--- config.mk ---
export PLATFORM = sky130hd
export DESIGN_NAME = ogcu_front_flat
export DESIGN_NICKNAME = d
export VERILOG_FILES = /design/src/hdl/ogcu_pkg.sv /design/src/hdl/ogcu_if.sv /design/src/hdl/ogcu_front.sv /design/src/flat_wrapper.sv
export SDC_FILE = /design/constraint.sdc
export NUM_CORES = 1
export LEC_CHECK = 0
export ABC_CLOCK_PERIOD_IN_PS = 11560
export BUFFER_PORTS_ARGS = -buffer_cell sky130_fd_sc_hd__buf_2
export CAP_MARGIN = 10
export CORE_UTILIZATION = 40
export CTS_BUF_LIST = sky130_fd_sc_hd__clkbuf_16
export DETAILED_ROUTE_END_ITERATION = 12
export GPL_ROUTABILITY_DRIVEN = 0
export GPL_TIMING_DRIVEN = 0
export SYNTH_ARGS = -nofsm -noshare
export SYNTH_HDL_FRONTEND = slang
export SYNTH_SLANG_ARGS = --single-unit
--- constraint.sdc ---
create_clock -name clock -period 11.56 [get_ports clock]
set_input_delay 1.156 -clock clock [delete_from_list [all_inputs] [get_ports clock]]
set_output_delay 1.156 -clock clock [all_outputs]
set_load 0.01 [all_outputs]
--- src/hdl/ogcu_pkg.sv ---
// Shared constants, codes and types of the occupancy grid confidence update block.
package ogcu_pkg;

   localparam int CMD_W   = 2;
   localparam int COORD_W = 6;
   localparam int VALUE_W = 7;
   localparam int Q8_W    = 16;
   localparam int PCT_W   = 7;

   localparam logic [CMD_W-1:0] CMD_MARK  = 2'd0;
   localparam logic [CMD_W-1:0] CMD_SWEEP = 2'd1;
   localparam logic [CMD_W-1:0] CMD_READ  = 2'd2;
   localparam logic [CMD_W-1:0] CMD_NONE  = 2'd3;

   localparam logic [VALUE_W-1:0] CONF_RESET = 7'd50;
   localparam logic [VALUE_W-1:0] CONF_MIN   = 7'd1;
   localparam logic [VALUE_W-1:0] CONF_MAX   = 7'd99;
   localparam logic [PCT_W-1:0]   PCT_FULL   = 7'd100;

   localparam int REG_IDX_W = 3;
   localparam logic [REG_IDX_W-1:0] REG_CPM     = 3'd0;
   localparam logic [REG_IDX_W-1:0] REG_HIT     = 3'd1;
   localparam logic [REG_IDX_W-1:0] REG_MISS    = 3'd2;
   localparam logic [REG_IDX_W-1:0] REG_FLOOR   = 3'd3;
   localparam logic [REG_IDX_W-1:0] REG_REPLACE = 3'd4;

   localparam logic [Q8_W-1:0]  CPM_RESET     = 16'd256;
   localparam logic [PCT_W-1:0] HIT_RESET     = 7'd60;
   localparam logic [PCT_W-1:0] MISS_RESET    = 7'd30;
   localparam logic [PCT_W-1:0] FLOOR_RESET   = 7'd10;
   localparam logic [PCT_W-1:0] REPLACE_RESET = 7'd20;

   localparam int CSR_ADDR_W = 5;
   localparam int CSR_DATA_W = 32;

   localparam int QUEUE_DEPTH = 4;

   typedef struct packed {
      logic [Q8_W-1:0]  cells_per_metre_q8;
      logic [PCT_W-1:0] hit_percent;
      logic [PCT_W-1:0] miss_percent;
      logic [PCT_W-1:0] miss_floor;
      logic [PCT_W-1:0] floor_replacement;
   } cfg_type;

endpackage

--- src/hdl/ogcu_if.sv ---
// Valid/ready channel interfaces for command items and result items.
interface ogcu_req_if import ogcu_pkg::*; ();
   logic                    valid;
   logic                    ready;
   logic [CMD_W-1:0]        command;
   logic signed [Q8_W-1:0]  forward_q8;
   logic signed [Q8_W-1:0]  lateral_q8;
   logic [COORD_W-1:0]      read_row;
   logic [COORD_W-1:0]      read_col;

   modport source (output valid, command, forward_q8, lateral_q8, read_row, read_col,
                   input ready);
   modport sink (input valid, command, forward_q8, lateral_q8, read_row, read_col,
                 output ready);
endinterface


--- src/hdl/ogcu_front.sv ---
// Front part: accepts command items and maps obstacle points to grid cells in two stages.
module ogcu_front import ogcu_pkg::*; #(
   parameter int GRID_ROWS = 64,
   parameter int GRID_COLS = 64,
   localparam int RW = $clog2(GRID_ROWS),
   localparam int CW = $clog2(GRID_COLS)
) (
   input  logic             clock,
   input  logic             reset,
   input  logic             accept_en,
   input  logic [Q8_W-1:0]  cells_per_metre_q8,
   ogcu_req_if.sink         req,
   output logic             push_valid,
   input  logic             push_ready,
   output logic [CMD_W-1:0] push_cmd,
   output logic [RW-1:0]    push_row,
   output logic [CW-1:0]    push_col
);

   localparam int RND_W = Q8_W + 1;
   localparam int SUM_W = 2 * Q8_W + 1;
   localparam logic [SUM_W-1:0] ROUND_HALF = SUM_W'(1) << (Q8_W - 1);
   localparam logic [RND_W-1:0] ROW_LAST = RND_W'(GRID_ROWS - 1);
   localparam logic [RND_W-1:0] COL_HALF = RND_W'(GRID_COLS / 2);
   localparam logic [RND_W:0]   COL_LAST = (RND_W+1)'(GRID_COLS - 1);

   logic               accept, s2_free, s1_move;
   logic               s1_v_ff, s1_v_in, s2_v_ff, s2_v_in;
   logic [CMD_W-1:0]   s1_cmd_ff, s2_cmd_ff;
   logic               s1_fneg_ff, s1_lneg_ff, s2_fneg_ff, s2_lneg_ff;
   logic [Q8_W-1:0]    s1_fmag_ff, s1_lmag_ff, fmag_in, lmag_in, f_bits, l_bits;
   logic [RW-1:0]      s1_rrow_ff, s2_rrow_ff, rrow_in, row_mark;
   logic [CW-1:0]      s1_rcol_ff, s2_rcol_ff, rcol_in, col_mark;
   logic [2*Q8_W-1:0]  s2_fprod_ff, s2_lprod_ff;
   logic [SUM_W-1:0]   fsum, lsum;
   logic [RND_W-1:0]   frnd, lrnd;
   logic [RND_W:0]     csum;

   assign s2_free   = !s2_v_ff || push_ready;
   assign req.ready = accept_en && (!s1_v_ff || s2_free);
   assign accept    = req.valid && req.ready;
   assign s1_move   = s1_v_ff && s2_free;
   assign s1_v_in   = accept || (s1_v_ff && !s2_free);
   assign s2_v_in   = s1_move || (s2_v_ff && !push_ready);

   always_comb begin
      f_bits  = req.forward_q8;
      l_bits  = req.lateral_q8;
      fmag_in = f_bits[Q8_W-1] ? (~f_bits + 1'b1) : f_bits;
      lmag_in = l_bits[Q8_W-1] ? (~l_bits + 1'b1) : l_bits;
      rrow_in = (32'(req.read_row) > GRID_ROWS - 1) ? RW'(GRID_ROWS - 1) : RW'(req.read_row);
      rcol_in = (32'(req.read_col) > GRID_COLS - 1) ? CW'(GRID_COLS - 1) : CW'(req.read_col);
   end

   // Round half away from zero on the magnitude, then clamp into the grid.
   always_comb begin
      fsum = {1'b0, s2_fprod_ff} + ROUND_HALF;
      lsum = {1'b0, s2_lprod_ff} + ROUND_HALF;
      frnd = fsum[SUM_W-1:Q8_W];
      lrnd = lsum[SUM_W-1:Q8_W];
      csum = {1'b0, lrnd} + {1'b0, COL_HALF};
      if (s2_fneg_ff) begin
         row_mark = '0;
      end else if (frnd > ROW_LAST) begin
         row_mark = RW'(GRID_ROWS - 1);
      end else begin
         row_mark = RW'(frnd);
      end
      if (s2_lneg_ff) begin
         col_mark = (lrnd > COL_HALF) ? '0 : CW'(COL_HALF - lrnd);
      end else begin
         col_mark = (csum > COL_LAST) ? CW'(GRID_COLS - 1) : CW'(csum);
      end
   end

   assign push_valid = s2_v_ff;
   assign push_cmd   = s2_cmd_ff;
   assign push_row   = (s2_cmd_ff == CMD_READ) ? s2_rrow_ff : row_mark;
   assign push_col   = (s2_cmd_ff == CMD_READ) ? s2_rcol_ff : col_mark;

   always_ff @(posedge clock) begin
      if (reset) begin
         s1_v_ff <= 1'b0;
         s2_v_ff <= 1'b0;
      end else begin
         s1_v_ff <= s1_v_in;
         s2_v_ff <= s2_v_in;
      end
      if (accept) begin
         s1_cmd_ff  <= req.command;
         s1_fneg_ff <= f_bits[Q8_W-1];
         s1_lneg_ff <= l_bits[Q8_W-1];
         s1_fmag_ff <= fmag_in;
         s1_lmag_ff <= lmag_in;
         s1_rrow_ff <= rrow_in;
         s1_rcol_ff <= rcol_in;
      end
      if (s1_move) begin
         s2_cmd_ff   <= s1_cmd_ff;
         s2_fneg_ff  <= s1_fneg_ff;
         s2_lneg_ff  <= s1_lneg_ff;
         s2_fprod_ff <= s1_fmag_ff * cells_per_metre_q8;
         s2_lprod_ff <= s1_lmag_ff * cells_per_metre_q8;
         s2_rrow_ff  <= s1_rrow_ff;
         s2_rcol_ff  <= s1_rcol_ff;
      end
   end

endmodule

--- src/flat_wrapper.sv ---
// flat-port wrapper written by rule: the top's interface ports become plain ports
module ogcu_front_flat import ogcu_pkg::*;
#(
   parameter int GRID_ROWS = 64,
   parameter int GRID_COLS = 64,
   localparam int RW = $clog2(GRID_ROWS),
   localparam int CW = $clog2(GRID_COLS)
)
  (clock, reset, accept_en, cells_per_metre_q8, push_valid, push_ready, push_cmd, push_row, push_col, req_valid, req_command, req_forward_q8, req_lateral_q8, req_read_row, req_read_col, req_ready);
  ogcu_req_if req_i ();
  input  logic clock;
  input  logic reset;
  input  logic accept_en;
  input  logic [Q8_W-1:0] cells_per_metre_q8;
  output logic push_valid;
  input  logic push_ready;
  output logic [CMD_W-1:0] push_cmd;
  output logic [RW-1:0] push_row;
  output logic [CW-1:0] push_col;
  input wire logic [$bits(req_i.valid)-1:0] req_valid;
  input wire logic [$bits(req_i.command)-1:0] req_command;
  input wire logic [$bits(req_i.forward_q8)-1:0] req_forward_q8;
  input wire logic [$bits(req_i.lateral_q8)-1:0] req_lateral_q8;
  input wire logic [$bits(req_i.read_row)-1:0] req_read_row;
  input wire logic [$bits(req_i.read_col)-1:0] req_read_col;
  output wire logic [$bits(req_i.ready)-1:0] req_ready;
  assign req_i.valid = req_valid;
  assign req_i.command = req_command;
  assign req_i.forward_q8 = req_forward_q8;
  assign req_i.lateral_q8 = req_lateral_q8;
  assign req_i.read_row = req_read_row;
  assign req_i.read_col = req_read_col;
  assign req_ready = req_i.ready;
  ogcu_front #(.GRID_ROWS(GRID_ROWS), .GRID_COLS(GRID_COLS)) u_core (.clock(clock), .reset(reset), .accept_en(accept_en), .cells_per_metre_q8(cells_per_metre_q8), .req(req_i), .push_valid(push_valid), .push_ready(push_ready), .push_cmd(push_cmd), .push_row(push_row), .push_col(push_col));
endmodule
---- After elaboration in Yosys (flattened, before gate mapping) ----
Index checks and enable logic that the tools add are counted.
storage, ports and cells
  logic and storage cells ................. 54
  input port bits ......................... 67
  output and inout port bits .............. 16
  bits in registers ....................... 130
cells by class
  equality and inequality tests ........... 1
  magnitude comparators ................... 3
  add/sub/neg operators ................... 6
  bitwise logic cells ..................... 2
  multiply operators ...................... 2
  multiplexer cells ....................... 9
  reductions and logical operators ........ 13
operator list
  operator                                                                           number
  32-bit by 16-bit adder with 33-bit output (second input constant)                  2
  16-bit by 16-bit multiplier with 32-bit output                                     2
  6-bit two-way mux                                                                  7
  17-bit by 6-bit greater-than comparator with 1-bit output (second input constant)  2
  16-bit by 1-bit adder with 16-bit output (second input constant)                   2
  16-bit inverter                                                                    2
  15-bit two-way mux                                                                 2
  17-bit by 6-bit adder with 18-bit output (second input constant)                   1
  18-bit by 6-bit greater-than comparator with 1-bit output (second input constant)  1
  6-bit subtractor (first input constant)                                            1
  1-bit logical AND                                                                  5
  1-bit zero test                                                                    4
  1-bit logical OR                                                                   4
  2-bit equality test (second input constant)                                        1

---- Logic depth before layout (Yosys ltp) ----
  word-level depth ........................ 6
  gate-level depth with buffers ........... 24

---- Worst setup path before layout ----
OpenSTA, ideal clock, no wires.
  path type ............................... input port to flip-flop
  start point ............................. input cells_per_metre_q8[1]
  end point ............................... register u_core.s2_fprod_ff[31] (data pin)
  path buffers ............................ 2
  stages on the path ...................... 22
  data required time ...................... 11292 ps
  setup time .............................. 268 ps
  slack ................................... 4261 ps
  data arrival time ....................... 7031 ps
  path through ............................ clkbuf_1 clkbuf_1 nand2_1 fa_1 fa_1 fa_1 fa_1 inv_1 fa_1 inv_1 fa_1 inv_1 ha_1 a21o_1 a21oi_1 o21ai_0 or4b_2 o21ai_2 o31a_2 o211ai_2 a2111oi_2 nor3b_1
on the way
  cells in the longest elaborated chain, start to end .. 1
ends and longest elaborated chain
  what                                            line                text
  from (decl)                                     flat_wrapper.sv:14  input logic [Q8_W-1:0] cells_per_metre_q8;
  16-bit by 16-bit multiplier with 32-bit output  ogcu_front.sv:102   s2_fprod_ff <= s1_fmag_ff * cells_per_metre_q8;
  to (signal assigned)                            ogcu_front.sv:102
  to (decl)                                       ogcu_front.sv:34    logic [2*Q8_W-1:0] s2_fprod_ff, s2_lprod_ff;
No other way between the ends.
A chain may end at the register's enable or synchronous reset.

---- Worst setup path in the final report ----
Same ends and word-level chain as after synthesis.

==> run summary <==
Status: completed
Sequential share of the synthesized area: 14.6%
Library cells used by synthesis: 66
Quantity of I/O buffers inserted on ports: 82
Initial antenna violation count: 4
CP Class: primary input to flop
Setup WS pre-CTS: 3.03 ns
Most common cell after layout, fill and taps aside: inv_1
Post_cts resized: 0
Maximum VDD drop: 0.328 mV
Rel. slew slack: 28.4%
Cell area after placement: 0.0218 mm^2
CP startpoint: cells_per_metre_q8[1]
Worst-Skew Late Latency: 0.42 ns
Grt ovf: 0
DRC viols: 0
Placed cells: 2899
Design area: 0.0221 mm^2
Top Ports: 83
Clock Skew: 0.0267 ns
Top_reg_cell synth: edfxtp_1
Ys Warns: 0
Placed wire-length estimate: 44600 um
Total power: 5.85 mW
Syn_area_per_cell: 9.55 um^2
Effective utilization at floorplan: 40.7%
Final setup vio count: 0
Most frequent cells in the layout: 463 x inv_1, 386 x fa_1, 311 x nand2_1, 234 x and2_1, 210 x ha_1
Final hold slack: 0.421 ns
Area delta synth->final: 7.84%
CP cell instances: buf_2, clkbuf_1, clkbuf_1, nand2_1, fa_1, fa_1, fa_1, fa_1, inv_1, fa_1, inv_1, fa_1, inv_1, ha_1, a21o_1, a21oi_1, o21ai_0, or4b_2, o21ai_2, o31a_2, o211ai_2, a2111oi_2, nor3b_1
Nets: 2901
Least-Margin Pin Slew: 1.07 ns
Total GRT Usage: 21.4%
Max Cap Violations: 0
Yosys reg bits: 100
Row count: 82
DRT antenna net count: 0
Worst Setup End Kind: flop
TritonCTS Buffers: 9
Final Max Tran Viols: 0
Layout cell share with drive strength beyond 1: 5.39%
Die area: 0.0521 mm^2
Vias: 14760
CP bufs+invs: 6
WL final: 53300 um
CTS tree: built
Tmin final: 8.13 ns
Multi-input gate area: 0.0154 mm^2
EDFF count, synth: 98
DR pass1 iterations: 5
Hold Fails Final Rpt: 0
Max clock buf depth: 2
Largest net degree at the start of global routing: 36
DR vias/cell: 5.06
Fin worst setup slack: 3.43 ns
H-Tree Depth: 3
Unrepaired setup endpoints after global routing: no
Post-CTS repair timing setup buffer count: 0
Reg clk slew, reported paths: 0.08 ns
Worst Hold Class: flop to flop
Post-synthesis async set-or-reset flop share: 0%
PD cells: 265 mW/mm^2
CP top delay family: adder cells
Non-Filler Instances: 2915
WL/cell: 18.3 um
Starting DRT DRC Count: 795
Total core area: 0.0503 mm^2
Max Freq: 123 MHz
Mapped Area: 0.0205 mm^2
Slowest CP cell: or4b_2
Leak: 10.8 nW
First-pass GRT wire length: 85600 um
Syn_nets: 2806
Maximum fanout along the worst path: 10
Setup TNS: 0 ns
Antenna cell count: 0
Reg-to-Reg Start: u_core.s1_fmag_ff[9]$_DFFE_PP_
Die H: 228 um
Period utilisation layout: 70.3%
Filler instances: 4938
Register area: 0.00298 mm^2
Final core utilization: 43.9%
Die Span X: 228 um
CTS root buf: clkbuf_16
Vias in the first global route: 15778
Hold-fix buffers, CTS: 0
TritonCTS Sinks: 100
Crit start category: primary input
Crit path required time: 11.71 ns
Crit path DAT: 8.28 ns
Hold Crit Start: u_core.s1_rcol_ff[4]$_DFFE_PP_
Synth Instances: 2143
Critical Path Most Common Cell: fa_1
Crit path largest cell delay: 0.65 ns
==> synth_stat cells, types with 24 or more instances <==
cell type,count,area (um^2)
a21oi_1,31,155
and2_1,235,1470
clkbuf_1,84,315
edfxtp_1,98,2940
fa_1,386,7730
ha_1,210,2630
inv_1,463,1740
nand2_1,311,1170
nor2_1,31,116
o21ai_0,32,160
xnor2_1,54,473
xor2_1,24,210
==> layer usage <==
layer / vias to the layer above / share of wire (%) / GRT usage (%)
met3: 108 / 6.9 / 3.56
met5: - / 0.021 / 0
met2: 493 / 45 / 34.1
met4: 2 / 3.5 / 7.97
met1: 7416 / 44 / 29.2
li1: 6741 / - / -
==> worst register-to-register path, stage by stage (launching register included) <==
cell       delay, ns
edfxtp_1        0.59
clkbuf_1        0.58
nand2_1         0.17
fa_1            0.56
fa_1            0.44
fa_1            0.50
fa_1            0.50
inv_1           0.06
fa_1            0.54
inv_1           0.06
fa_1            0.52
inv_1           0.04
ha_1            0.30
a21o_1          0.19
a21oi_1         0.24
o21ai_0         0.17
or4b_2          0.65
o21ai_2         0.31
o31a_2          0.30
o211ai_2        0.17
a2111oi_2       0.32
nor3b_1         0.09
==> registers in the layout, summed over array words and instances, names as in the netlist, 2 cells and up <==
| register | count |
|---|---|
| u_core.push_cmd | 2 |
| u_core.s1_cmd_ff | 2 |
| u_core.s1_fmag_ff | 16 |
| u_core.s1_lmag_ff | 16 |
| u_core.s1_rcol_ff | 6 |
| u_core.s1_rrow_ff | 6 |
| u_core.s2_fprod_ff | 17 |
| u_core.s2_lprod_ff | 17 |
| u_core.s2_rcol_ff | 6 |
| u_core.s2_rrow_ff | 6 |
==> report_power, final <==
part / leakage [nW] / switching [mW] / internal (mW) / total [mW]
logic: 9.68 / 2.77 / 2.00 / 4.77
clock network: 0.148 / 0.169 / 0.153 / 0.323
registers: 0.933 / 0.0708 / 0.691 / 0.762
==> path summary, 6_finish.rpt <==
path / cells past startpoint / slack, ns / end
setup / recovery: 23 / 3.43 / u_core.s2_fprod_ff[31]$_DFFE_PP_
hold / removal: 0 / 0.42 / u_core.s2_rcol_ff[4]$_DFFE_PP_
setup reg to reg: 21 / 4.03 / u_core.s2_fprod_ff[31]$_DFFE_PP_
hold reg to reg: 0 / 0.42 / u_core.s2_rcol_ff[4]$_DFFE_PP_
==> layout make-up <==
cell class                      instances  share of cell area (%)
Sequential cell                       100                    13.5
Timing Repair Buffer                   84                    2.04
Clock buffer                            9                    1.02
Clock inverter                          7                   0.357
Buffer                                 88                    1.52
Multi-Input combinational cell       1492                    69.9
Tap cell                              672                    3.81
Inverter                              463                    7.87
==> kinds of logic after synthesis <==
group,after synthesis,synth area share (%)
adder cells (fa/ha/maj),596,50.6
AO/OA/AOI/OAI,148,4.99
buffers and inverters,551,10.1
flip-flops,100,14.6
AND/OR/NAND/NOR,669,16.3
XOR/XNOR,78,3.34
multiplexers,1,0.0489
Power figures use the tool's default switching activity.
