File: src/hdl/ogcu_pkg.sv
// Shared constants, codes and types of the occupancy grid confidence update block.
package ogcu_pkg;

   localparam int CMD_W   = 2;
   localparam int COORD_W = 6;
   localparam int VALUE_W = 7;
   localparam int Q8_W    = 16;
   localparam int PCT_W   = 7;

   localparam logic [CMD_W-1:0] CMD_MARK  = 2'd0;
   localparam logic [CMD_W-1:0] CMD_SWEEP = 2'd1;
   localparam logic [CMD_W-1:0] CMD_READ  = 2'd2;
   localparam logic [CMD_W-1:0] CMD_NONE  = 2'd3;

   localparam logic [VALUE_W-1:0] CONF_RESET = 7'd50;
   localparam logic [VALUE_W-1:0] CONF_MIN   = 7'd1;
   localparam logic [VALUE_W-1:0] CONF_MAX   = 7'd99;
   localparam logic [PCT_W-1:0]   PCT_FULL   = 7'd100;

   localparam int REG_IDX_W = 3;
   localparam logic [REG_IDX_W-1:0] REG_CPM     = 3'd0;
   localparam logic [REG_IDX_W-1:0] REG_HIT     = 3'd1;
   localparam logic [REG_IDX_W-1:0] REG_MISS    = 3'd2;
   localparam logic [REG_IDX_W-1:0] REG_FLOOR   = 3'd3;
   localparam logic [REG_IDX_W-1:0] REG_REPLACE = 3'd4;

   localparam logic [Q8_W-1:0]  CPM_RESET     = 16'd256;
   localparam logic [PCT_W-1:0] HIT_RESET     = 7'd60;
   localparam logic [PCT_W-1:0] MISS_RESET    = 7'd30;
   localparam logic [PCT_W-1:0] FLOOR_RESET   = 7'd10;
   localparam logic [PCT_W-1:0] REPLACE_RESET = 7'd20;

   localparam int CSR_ADDR_W = 5;
   localparam int CSR_DATA_W = 32;

   localparam int QUEUE_DEPTH = 4;

   typedef struct packed {
      logic [Q8_W-1:0]  cells_per_metre_q8;
      logic [PCT_W-1:0] hit_percent;
      logic [PCT_W-1:0] miss_percent;
      logic [PCT_W-1:0] miss_floor;
      logic [PCT_W-1:0] floor_replacement;
   } cfg_type;

endpackage

File: src/hdl/ogcu_queue.sv
// Small first-in first-out queue between the front and back parts.
module ogcu_queue import ogcu_pkg::*; #(
   parameter int WIDTH = 14
) (
   input  logic             clock,
   input  logic             reset,
   input  logic             push_valid,
   output logic             push_ready,
   input  logic [WIDTH-1:0] push_data,
   output logic             pop_valid,
   input  logic             pop_ready,
   output logic [WIDTH-1:0] pop_data
);

   localparam int PW = $clog2(QUEUE_DEPTH);

   logic [WIDTH-1:0] slot_ff [QUEUE_DEPTH];
   logic [PW-1:0]    wr_ptr_ff, wr_ptr_in, rd_ptr_ff, rd_ptr_in;
   logic [PW:0]      count_ff, count_in;
   logic             push, pop;

   assign push_ready = (count_ff != (PW+1)'(QUEUE_DEPTH));
   assign pop_valid  = (count_ff != '0);
   assign push       = push_valid && push_ready;
   assign pop        = pop_valid && pop_ready;
   assign pop_data   = slot_ff[rd_ptr_ff];

   always_comb begin
      wr_ptr_in = push ? wr_ptr_ff + 1'b1 : wr_ptr_ff;
      rd_ptr_in = pop ? rd_ptr_ff + 1'b1 : rd_ptr_ff;
      count_in  = count_ff + (PW+1)'(push) - (PW+1)'(pop);
   end

   always_ff @(posedge clock) begin
      if (reset) begin
         wr_ptr_ff <= '0;
         rd_ptr_ff <= '0;
         count_ff  <= '0;
      end else begin
         wr_ptr_ff <= wr_ptr_in;
         rd_ptr_ff <= rd_ptr_in;
         count_ff  <= count_in;
      end
      if (push) begin
         slot_ff[wr_ptr_ff] <= push_data;
      end
   end

endmodule

File: config.mk
export PLATFORM = sky130hd
export DESIGN_NAME = ogcu_queue
export DESIGN_NICKNAME = d
export VERILOG_FILES = /design/src/hdl/ogcu_pkg.sv /design/src/hdl/ogcu_queue.sv
export SDC_FILE = /design/constraint.sdc
export NUM_CORES = 1
export LEC_CHECK = 0
export CAP_MARGIN = 25
export CORE_ASPECT_RATIO = 1.75
export CORE_MARGIN = 10
export CORE_UTILIZATION = 45
export DETAILED_ROUTE_END_ITERATION = 16
export DONT_BUFFER_PORTS = 1
export MAX_ROUTING_LAYER = met4
export PLACE_DENSITY = 0.68
export SLEW_MARGIN = 10
export SYNTH_ARGS = -nofsm -noshare
export SYNTH_HDL_FRONTEND = slang
export SYNTH_SLANG_ARGS = --single-unit
export TNS_END_PERCENT = 100
File: constraint.sdc
create_clock -name clock -period 2.5 [get_ports clock]
set_input_delay 0.25 -clock clock [delete_from_list [all_inputs] [get_ports clock]]
set_output_delay 0.25 -clock clock [all_outputs]
set_load 0.005 [all_outputs]
# After elaboration in Yosys (flattened, before gate mapping)
# Memory sizes are Yosys's and may differ from the RTL's. A register that Yosys moved wholly into a read port is not among the register bits.
# Index checks and enable logic that the tools add are counted.
dict set report word_totals {
  ff_bits 7
  in_bits 18
  mem_count 1
  ramBits 56
}
dict set report classes {
  add_sub_neg 4
  eq_ne 1
  n_reduce_logical 3
  muxes 4
}
# memory depth word_bits rd rd_clocked_by_memory_dff wr line
set memory_table {}
lappend memory_table {slot_ff 4 14 1 1 1 ogcu_queue.sv:17} ;# logic [WIDTH-1:0] slot_ff [QUEUE_DEPTH];
# operator count
set ops {}
lappend ops {{$add A2 B1 Y2 const B} 2}
lappend ops {{$mux W2} 2}
lappend ops {{$add A3 B1 Y3} 1}
lappend ops {{$ne A3 B3 Y1 const B} 1}
lappend ops {{$reduce_bool A3 Y1} 1}
lappend ops {{$sub A3 B1 Y3} 1}
lappend ops {{$logic_and A1 B1 Y1} 2}
lappend ops {{$mux W1} 2}

# Depth between registers and ports, before layout
# Gate-level depths: netlist of the first run.
dict set report depth {
  depth_word 4
  depth_mapped 11
}

# Worst setup path after synthesis of the first run
# Ideal clock, no wire load.
dict set report synth_path {
  path_kind {flip-flop to flip-flop}
  startpoint {reg count_ff[1]}
  endpoint {reg count_ff[2]}
  period_less_slack_ps 2132
  required_ps 2422
  path_buffers 0
  arrival_ps 2054
  slack_ps 368
  path_stages_with_launch 12
  setup_ps 78
  cell_sequence {dfxtp_1 > nor2_1 > a21boi_2 > inv_1 > ha_1 > inv_1 > ha_1 > inv_1 > fa_1 > xor2_1 > and2_1 > nor3_1}
}
dict set report synth_via {
  elab_chain_len 4
}
# item line
set synth_rtl {}
lappend synth_rtl {{start: declaration} ogcu_queue.sv:19} ;# logic [PW:0] count_ff, count_in;
lappend synth_rtl {{start signal: assignment} ogcu_queue.sv:42} ;# count_ff <= count_in;
lappend synth_rtl {{$ne A3 B3 Y1} ogcu_queue.sv:22} ;# assign push_ready = (count_ff != (PW+1)'(QUEUE_DEPTH));
lappend synth_rtl {{$logic_and A1 B1 Y1} ogcu_queue.sv:24} ;# assign push = push_valid && push_ready;
lappend synth_rtl {{$add A3 B1 Y3} ogcu_queue.sv:31} ;# count_in = count_ff + (PW+1)'(push) - (PW+1)'(pop);
lappend synth_rtl {{$sub A3 B1 Y3 *} ogcu_queue.sv:31}
# Every way passes the cells marked *; elsewhere a longest branch is shown, timed or not.
# A chain may end at the register's enable or synchronous reset.

# Worst setup path after layout of the first run
# Same ends and word-level chain as after synthesis.

==> impl_results.md, run 1 <==
* Worst Reg-to-Reg Cells at 11
* RSZ-0062 raised after global routing: false
* Hold WS at between 0.1 and 0.15 ns
* Setup crit end: count_ff[2]
* Required time worst endpoint at roughly 2.8 ns
* Initial antenna violation count at 0
* Crit. End Element: flip-flop
* Highest routed metal layer: met4
* Worst endpoint data arrival time at roughly 2.5 ns
* Die H at between 100 and 150 microns
* Mean area per synthesized cell at ~21 sq um
* DR vias/cell at slightly below 5
* Clk_skew at slightly below 0.008 ns
* Largest net degree at the start of global routing at 15
* Antenna diode count at 0
* Slew margin rel. at ~51%
* Reg2reg start: count_ff[1]
* First-pass GRT wire length at approximately 7000 microns
* Final nets at 177
* Yosys top cell by area: edfxtp_1
* Critical Path Max Stage Delay at ~0.45 ns
* CTS tree: done
* I/O pin total at 34
* Worst setup startpoint: count_ff[1]
* P_leak at about 0.0010 uW
* Die area at slightly above 0.009 sq mm
* Routability Congestion at 0.624
* Setup Viol. Count Final at 0
* P&R area growth vs syn at 21.4%
* Port bufs at 0
* Startpoint types: flip-flop
* Largest cells by area after synthesis: edfxtp_1, mux4_2, dfxtp_1, mux4_1, ha_1
* Routed WL at ~4100 microns
* Global Route Usage Sum at ~10%
* Maximum net fanout on the critical path at 7
* Net count after synthesis at 147
* DR WL/cell at roughly 18 microns
* Placed Area at about 0.0026 sq mm
* PD cells at about 1000 mW/mm^2
* Wl on met1 at 1580 microns
* Post-route ant nets at 0
* Max Fclk at 445 MHz
* Most frequent CP cell: inv_1
* Crit-path cells: nor2_1 > a21boi_2 > inv_1 > ha_1 > inv_1 > ha_1 > inv_1 > fa_1 > xor2_1 > and2_1 > nor3_1
* H-tree depth at 3
* Final setup margin at roughly 0.25 ns
* Setup CP Type: reg -> reg
* Hold crit path type: in -> reg
* # clock sinks at 65
* Met3 wire len at around 220 microns
* Resized Gates After CTS at 0
* Filler Cell Count at approximately 460
* CTS buffer count at 9
* Final Hold Viols at 0
* Peak supply drop at 0.616 mV
* Residual DRC count at 0
* Slew Limit Fails at 0
* Tmin final at between 2 and 2.5 ns
* Register area share after synthesis at 74.0%
* Core Rows at 36
* Layout cell share with drive strength beyond 1 at between 20% and 30%
* Die width at between 70 and 80 microns
* Flop2flop setup slack at ~0.25 ns
* GRT overflow at 0
* Synth top area share at between 60% and 70%
* Fin crit share at ~90%
* Iter 0 DRT Violations at between 80 and 90
* Clock root buffer master: clkbuf_8
* Most frequent cells in the layout: edfxtp_1, dlygate4sd3_1, mux4_2
* Most common cell after layout, fill and taps aside: edfxtp_1
* Vias in the first global route at 1300
* Slowest-stage cell, CP: dfxtp_1
* Post-Synthesis Cells at about 120
* RR Endpoint: count_ff[2]
* Synth Register Bits at 65
* Ys Warns at 0
* Starting Density at 45.8%
* Deepest clock path buffer count at 2
* Area of the multi-input gates at 597 sq um
* Post-route cell area at around 0.0031 sq mm
* Worst-path clk slew at 0.07 ns
* Core Region at between 0.005 and 0.006 sq mm
* FF+latch area at 0.00186 sq mm
* Dpl ws at approximately 0.084 ns
* DR pass1 iterations at 3
* Status: finished clean
* Netlist cell types at 25
* Met2 Wirelength at 2240 microns
* Worst Tran Pin Value at approximately 0.73 ns
* Setup TNS at 0 ns
* Syn Std Cell Area at 0.00252 sq mm
* Worst skew pair latency at ~0.33 ns
* Routed vias at about 1200
* Max-Cap Viols at 0
[cell families after synthesis]
group	count (synthesis)	synth area share, %
multiplexers	16	14.0
flip-flops	65	74.0
buffers and inverters	9	2.34
XOR/XNOR	3	1.04
adder cells (fa/ha/maj)	7	3.78
AO/OA/AOI/OAI	3	1.14
AND/OR/NAND/NOR	19	3.78
[metal layers]
layer,track usage [%],vias to the layer above
met5,-,-
met4,6.31,0
met3,3.31,9
met2,16.8,31
met1,10.8,572
li1,-,540
[where the power goes]
part | switching [uW] | internal [uW] | total, uW
registers | 113 | 1340 | 1460
clock network | 385 | 765 | 1150
logic | 285 | 317 | 602
[repair_timing]
item,CTS,global route
endpoints found under the setup margin,0,1
setup buffers,0,2
endpoints found under the hold margin,49,14
hold buffers,13,5
[Yosys cell counts]
cell type   n
clkbuf_1    1
nor2_1      8
or3_1       1
a21boi_2    1
edfxtp_1   56
nand2_1     1
o31a_1      1
buf_2       1
xnor2_1     1
ha_1        6
nor2b_1     1
mux4_1      4
mux2i_1     1
mux2_2      1
buf_6       1
inv_1       5
buf_12      1
o311ai_0    1
nor3_1      1
nand2b_1    2
dfxtp_1     9
fa_1        1
and2_1      5
mux4_2     10
xor2_1      2
[worst min path at each step]
stage             startpoint  slack, ns  cells after the start              to
2_1_floorplan   push_data[0]       0.35                      0   slot_ff[0][0]
3_3_place_gp           reset       0.32                      1     count_ff[1]
3_5_place_dp           reset       0.33                      1     count_ff[0]
4_1_cts        push_data[10]     0.0004                      0  slot_ff[3][10]
6_report               reset       0.10                      2    wr_ptr_ff[1]
5_1_grt                reset        0.1                      2    wr_ptr_ff[1]
[cell type report]
class / count / share of cell area, %
multi-input combinational: 48 / 19.5
clock buffer: 9 / 4.05
timing repair buffer: 23 / 7.13
sequential: 65 / 60.9
clock inverter: 7 / 4.63
inverter: 5 / 0.614
tap: 76 / 3.11
[state kept, by name, indices dropped and copies added (netlist names), named ones only]
signal     cells
wr_ptr_ff      2
rd_ptr_ff      2
slot_ff       56
count_ff       3
[worst max-delay path, delay by kind of cell (launching register included)]
kind	cells	cell delay, ns
AO/OA/AOI/OAI	1	0.19
AND/OR/NAND/NOR	3	0.40
adder cells (fa/ha/maj)	3	0.79
buffers and inverters	3	0.18
flip-flops	1	0.45
XOR/XNOR	1	0.16
[per-stage QoR]
stage               instances  power, uW  utilization (%)
floorplan                 122       1940                -
global placement          197       2020             47.2
detailed placement        197       2070             47.2
CTS                       226       3240             54.4
global route              233       3400             55.6
finish                    233       3210             55.6
No activity file was read; power rests on OpenSTA's default activity.
==> run 2: changes to the inputs <==
- CORE_UTILIZATION: 45 -> 61
- PLACE_DENSITY: 0.68 -> 0.85
==> impl_results.md, run 2 (synthesis gave the netlist of run 1 again) <==
* Status: finished clean
* Setup CP Type: reg -> reg
* Most frequent CP cell: inv_1
* Setup TNS at 0 ns (unchanged)
* Die H at 105 microns (-12%)
* Post-route ant nets at 0 (unchanged)
* Worst Tran Pin Value at 0.723 ns (-0.00754 ns)
* Reg power frac at 51.4% (+6.0 points)
* First-pass GRT wire length at 6650 microns (-5.4%)
* Deepest clock path buffer count at 2 (unchanged)
* Port bufs at 0 (unchanged)
* Tmin final at 2.23 ns (-0.0203 ns)
* RR Endpoint: count_ff[2]
* Routability Congestion at 0.664 (+6.4%)
* Most common cell after layout, fill and taps aside: edfxtp_1
* Largest register FFs at 56 (unchanged)
* Worst Reg-to-Reg Cells at 11 (unchanged)
* Global Route Usage Sum at 13.3% (+2.9 points)
* Max Fclk at 449 MHz (+0.91%)
* Total power at 2800 uW (-13%)
* Internal cell power at 2040 uW (-16%)
* RSZ-0062 raised after global routing: false
* Layout cell share with drive strength beyond 1 at 20.0% (-1.0 points)
* H-tree depth at 3 (unchanged)
* Clk_skew at 0.00869 ns (+0.000820 ns)
* I/O pin total at 34 (unchanged)
* Core Region at 0.00394 sq mm (-28%)
* Highest routed metal layer: met4
* Largest register by flop count: slot_ff
* Worst-path clk slew at 0.07 ns (about the same)
* Critical Path Max Stage Delay at 0.40 ns (-0.05 ns)
* Final HPWL DP at 2940 microns
* Final nets at 170 (-4.0%)
* Crit-path cells: nor2_1 > a21boi_2 > inv_1 > ha_1 > inv_1 > ha_1 > inv_1 > fa_1 > xor2_1 > and2_1 > nor3_1
* Largest registers: slot_ff (56), count_ff (3)
* Switching share of total power at 27.3% (+2.9 points)
* Clock network power share at 26.3% (-9.5 points)
* Residual DRC count at 0 (unchanged)
* Required time worst endpoint at 2.75 ns (about the same)
* Setup crit end: count_ff[2]
* DR pass1 iterations at 4 (+1)
* Wl on met1 at 1620 microns (+2.5%)
* Placed Area at 0.00256 sq mm (-1.3%)
* Max-Cap Viols at 0 (unchanged)
* Final Hold Viols at 0 (unchanged)
* Clock root buffer master: clkbuf_8
* Vias in the first global route at 1242 (-4.5%)
* Most frequent cells in the layout: edfxtp_1, dlygate4sd3_1, mux4_2, clkbuf_8
* Reg2reg start: count_ff[1]
* P&R area growth vs syn at 13.4%
* Comb power frac at 22.3% (+3.5 points)
* Filler Cell Count at 235 (-49%)
* Startpoint types: flip-flop
* Dpl ws at 0.0784 ns (-0.00587 ns)
* Setup Viol. Count Final at 0 (unchanged)
* Flop2flop setup slack at 0.27 ns (+0.02 ns)
* NetSw at 765 uW (-2.3%)
* Core Rows at 30 (-17%)
* PD cells at 982 mW/mm^2 (-6.4%)
* P_leak at 0.000968 uW (-7.3%)
* Slowest-stage cell, CP: dfxtp_2
* Post-route cell area at 0.00286 sq mm (-6.6%)
* # clock sinks at 65 (unchanged)
* Post-Route Utilization at 72.4% (+17 points)
* CTS tree: done
* Met3 wire len at 274 microns (+25%)
* Slew Limit Fails at 0 (unchanged)
* Iter 0 DRT Violations at 45 (-47%)
* CTS buffer count at 9 (unchanged)
* Final setup margin at 0.272 ns (+0.0203 ns)
* Fin crit share at 89.1% (-0.81 points)
* Antenna diode count at 0 (unchanged)
* DR vias/cell at 5.94 (+20%)
* Worst endpoint data arrival time at 2.48 ns (-0.02 ns)
* GRT overflow at 0 (unchanged)
* Die width at 68.6 microns (-10%)
* Hold crit path type: in -> reg
* Worst skew pair latency at 0.33 ns (about the same)
* Routed vias at 1177 (+2.2%)
* Starting Density at 63.9% (+18 points)
* DR WL/cell at 22.4 microns (+26%)
* Slew margin rel. at 51.8% (+0.50 points)
* Die area at 0.00720 sq mm (-21%)
* Crit. End Element: flip-flop
* Initial antenna violation count at 0 (unchanged)
* Routed WL at 4440 microns (+7.0%)
* Maximum net fanout on the critical path at 7 (unchanged)
* Largest net degree at the start of global routing at 15 (unchanged)
* Worst setup startpoint: count_ff[1]
* Met2 Wirelength at 2470 microns (+10%)
* Peak supply drop at 0.690 mV (+12%)
## run 2: worst max-delay path: cells and delay by family, from the launching register on
kind | cells | cell delay, ns
adders and majority gates | 3 | 0.83
and+or+nand+nor | 3 | 0.42
DFF | 1 | 0.40
buffers and inverters | 3 | 0.18
xor gates and xnor gates | 1 | 0.17
AOI/OAI and AO/OA | 1 | 0.16
## run 2: area by class of cell
| type | count | area [sq um] | share of cell area (%) |
|---|---|---|---|
| clock inverters | 3 | 17.5 | 0.613 |
| multi-input cells | 48 | 597 | 20.9 |
| clock buffers | 13 | 149 | 5.21 |
| flip-flops and latches | 65 | 1860 | 65.2 |
| repair buffers | 16 | 150 | 5.26 |
| inverters | 5 | 18.8 | 0.657 |
| well taps | 48 | 60.1 | 2.10 |
## run 2: stage by stage
step / hold WS [ns] / instances
final: 0.0149 / 198
after global routing: 0.000496 / 198
after CTS: 0.000342 / 186
after detailed placement: 0.326 / 169
after global placement: 0.321 / 169
after floorplan: 0.349 / 122
## run 2: worst min path at each step
stage / startpoint / endpoint / slack [ns] / depth (start not counted)
floorplan: push_data[0] / slot_ff[0][0] / 0.35 / 0
global placement: reset / count_ff[1] / 0.32 / 1
detailed placement: reset / flip-flop / 0.33 / 1
CTS: push_data[4] / slot_ff[2][4] / 0.0003 / 0
global route: push_data[11] / slot_ff[0][11] / 0.0005 / 0
finish: push_data[5] / slot_ff[1][5] / 0.01 / 0
## run 2: power groups by stage
stage / clock [uW] / combinational (uW) / sequential (uW)
after floorplan: 0 / 517 / 1420
after global placement: 0 / 571 / 1440
after detailed placement: 0 / 609 / 1460
after CTS: 751 / 624 / 1440
after global routing: 798 / 700 / 1460
final: 737 / 627 / 1440
## run 2: timing repair
action | in CTS | in global routing
setup buffers | 0 | 1
setup endpoints to repair | 0 | 1
hold buffers | 1 | 11
endpoints found under the hold margin | 7 | 33
resized for setup | 0 | 1
## run 2: metal layers
layer	vias to the layer above	track usage, %
li1	525	-
met1	611	12.9
met2	36	21.5
met3	5	5.13
met4	0	7.37
met5	-	-
==> run 3: changes to the inputs <==
- PLACE_DENSITY: 0.85 -> 0.77
==> impl_results.md, run 3 (synthesis gave the netlist of run 1 again) <==
* Setup CP Type: reg -> reg
* DR vias/cell at 5.81 (-2.3%)
* Switching share of total power at 25.5% (-1.8 points)
* Routed vias at 1167 (-0.85%)
* Final HPWL DP at 2900 microns (-1.3%)
* I/O pin total at 34 (unchanged)
* Startpoint types: flip-flop
* Core Rows at 30 (unchanged)
* Fin crit share at 92.0% (+2.9 points)
* DR pass1 iterations at 3 (-1)
* Setup Viol. Count Final at 0 (unchanged)
* Routed WL at 4290 microns (-3.2%)
* Vias in the first global route at 1345 (+8.3%)
* Largest register by flop count: slot_ff
* Die width at 68.6 microns (unchanged)
* DR WL/cell at 21.4 microns (-4.7%)
* Iter 0 DRT Violations at 45 (unchanged)
* Clk_skew at 0.00907 ns (+0.000375 ns)
* Layout cell share with drive strength beyond 1 at 20.9% (+0.92 points)
* Worst endpoint data arrival time at 2.55 ns (+0.07 ns)
* H-tree depth at 3 (unchanged)
* CTS tree: done
* # clock sinks at 65 (unchanged)
* Routability Congestion at 0.674 (+1.4%)
* Resized Gates After CTS at 0 (unchanged)
* Worst skew pair latency at 0.33 ns (about the same)
* Slew Limit Fails at 0 (unchanged)
* Starting Density at 63.9% (unchanged)
* Most common cell after layout, fill and taps aside: edfxtp_1
* Reg power frac at 47.2% (-4.2 points)
* Worst-path clk slew at 0.07 ns (about the same)
* Area of the multi-input gates at 597 sq um (unchanged)
* Required time worst endpoint at 2.75 ns (about the same)
* RSZ-0062 raised after global routing: false
* Antenna diode count at 0 (unchanged)
* Clock root buffer master: clkbuf_8
* P&R area growth vs syn at 17.6%
* Initial antenna violation count at 0 (unchanged)
* Die area at 0.00720 sq mm (unchanged)
* Filler Cell Count at 233 (-0.85%)
* Slew margin rel. at 51.0% (-0.77 points)
* Final nets at 173 (+1.8%)
* Global Route Usage Sum at 13.3% (+0.020 points)
* Die H at 105 microns (unchanged)
* Port bufs at 0 (unchanged)
* Deepest clock path buffer count at 2 (unchanged)
* FF+latch area at 0.00186 sq mm (about the same)
* Maximum net fanout on the critical path at 7 (unchanged)
* Hold crit path type: in -> reg
* Max-Cap Viols at 0 (unchanged)
* GRT overflow at 0 (unchanged)
* Setup bufs post-CTS at 0 (unchanged)
* Residual DRC count at 0 (unchanged)
* PD cells at 1050 mW/mm^2 (+6.4%)
* Most frequent cells in the layout: edfxtp_1, dlygate4sd3_1, mux4_2
* Tmin final at 2.30 ns (+0.0732 ns)
* First-pass GRT wire length at 6840 microns (+2.9%)
* Largest register FFs at 56 (unchanged)
* Post-route ant nets at 0 (unchanged)
* Setup TNS at 0 ns (unchanged)
* Worst Tran Pin Value at 0.735 ns (+0.0115 ns)
* CTS buffer count at 9 (unchanged)
* Comb power frac at 19.3% (-3.0 points)
* Largest net degree at the start of global routing at 15 (unchanged)
* P_leak at 0.00101 uW (+4.6%)
* NetSw at 788 uW (+3.0%)
* Hold WS at 0.0164 ns (+0.00156 ns)
* Max Fclk at 435 MHz (-3.2%)
* Core Region at 0.00394 sq mm (unchanged)
* Clock network power share at 33.5% (+7.2 points)
* Internal cell power at 2310 uW (+13%)
* Crit. End Element: flip-flop
* # hold bufs at CTS at 15 (+14)
* Largest registers: slot_ff (56), count_ff (3)
* Peak supply drop at 0.903 mV (+31%)
* Final Hold Viols at 0 (unchanged)
* Status: finished clean
## run 3: changes by cell type in the layout (fill, tap and decap cells not counted), sizes merged
cell / delta
clkbuf: -4
bufinv: +3
dlygate4sd3: +3
clkinvlp: +1
## run 3: cell type report
type | instances | area share (%)
clock buffers | 9 | 4.18
clock inverters | 7 | 4.02
multi-input cells | 48 | 20.2
repair buffers | 19 | 6.09
well taps | 48 | 2.03
inverters | 5 | 0.634
flip-flops and latches | 65 | 62.9
## run 3: final timing paths
path | slack (ns) | endpoint | start | cells after the start
hold / removal | 0.02 | slot_ff[3][6] | push_data[6] | 0
setup reg to reg | 0.20 | count_ff[2] | count_ff[1] | 11
setup / recovery | 0.20 | count_ff[2] | count_ff[1] | 11
hold reg to reg | 0.55 | wr_ptr_ff[1] | wr_ptr_ff[1] | 2
## run 3: through the flow
stage / worst slack, ns / utilization (%) / total power, uW / instances / instance area, sq um
finish: 0.199 / 75.1 / 3100 / 201 / 2960
global route: 0.0256 / 75.1 / 3250 / 201 / 2960
global placement: 0.455 / 65.1 / 2010 / 170 / 2570
detailed placement: 0.261 / 65.1 / 2070 / 170 / 2570
floorplan: 0.368 / - / 1940 / 122 / 2520
CTS: 0.238 / 75.1 / 3130 / 201 / 2960
## run 3: worst max-delay path, cell delays in order, from the launching register on
cell and delay [ns]:
dfxtp_1 0.46, nor2_1 0.12, a21boi_2 0.18, inv_1 0.06, ha_1 0.29, inv_1 0.06
ha_1 0.14, inv_1 0.05, fa_1 0.38, xor2_1 0.17, and2_1 0.17, nor3_1 0.14
## run 3: layer usage
layer / up-vias / track usage (%) / share of wire (%) / routed length (microns)
met2: 30 / 22.5 / 56 / 2410
met3: 11 / 4.49 / 5.8 / 250
met1: 596 / 12.7 / 36 / 1550
met4: 0 / 6.65 / 2.1 / 89
met5: - / - / 0 / 0
li1: 530 / - / - / -
## run 3: power groups by stage
| stage | Sequential (uW) | Clock, uW | Combinational (uW) |
|---|---|---|---|
| after floorplan | 1420 | 0 | 517 |
| after global placement | 1460 | 0 | 551 |
| after detailed placement | 1480 | 0 | 592 |
| after CTS | 1460 | 1060 | 619 |
| after global routing | 1480 | 1100 | 673 |
| final | 1460 | 1040 | 597 |
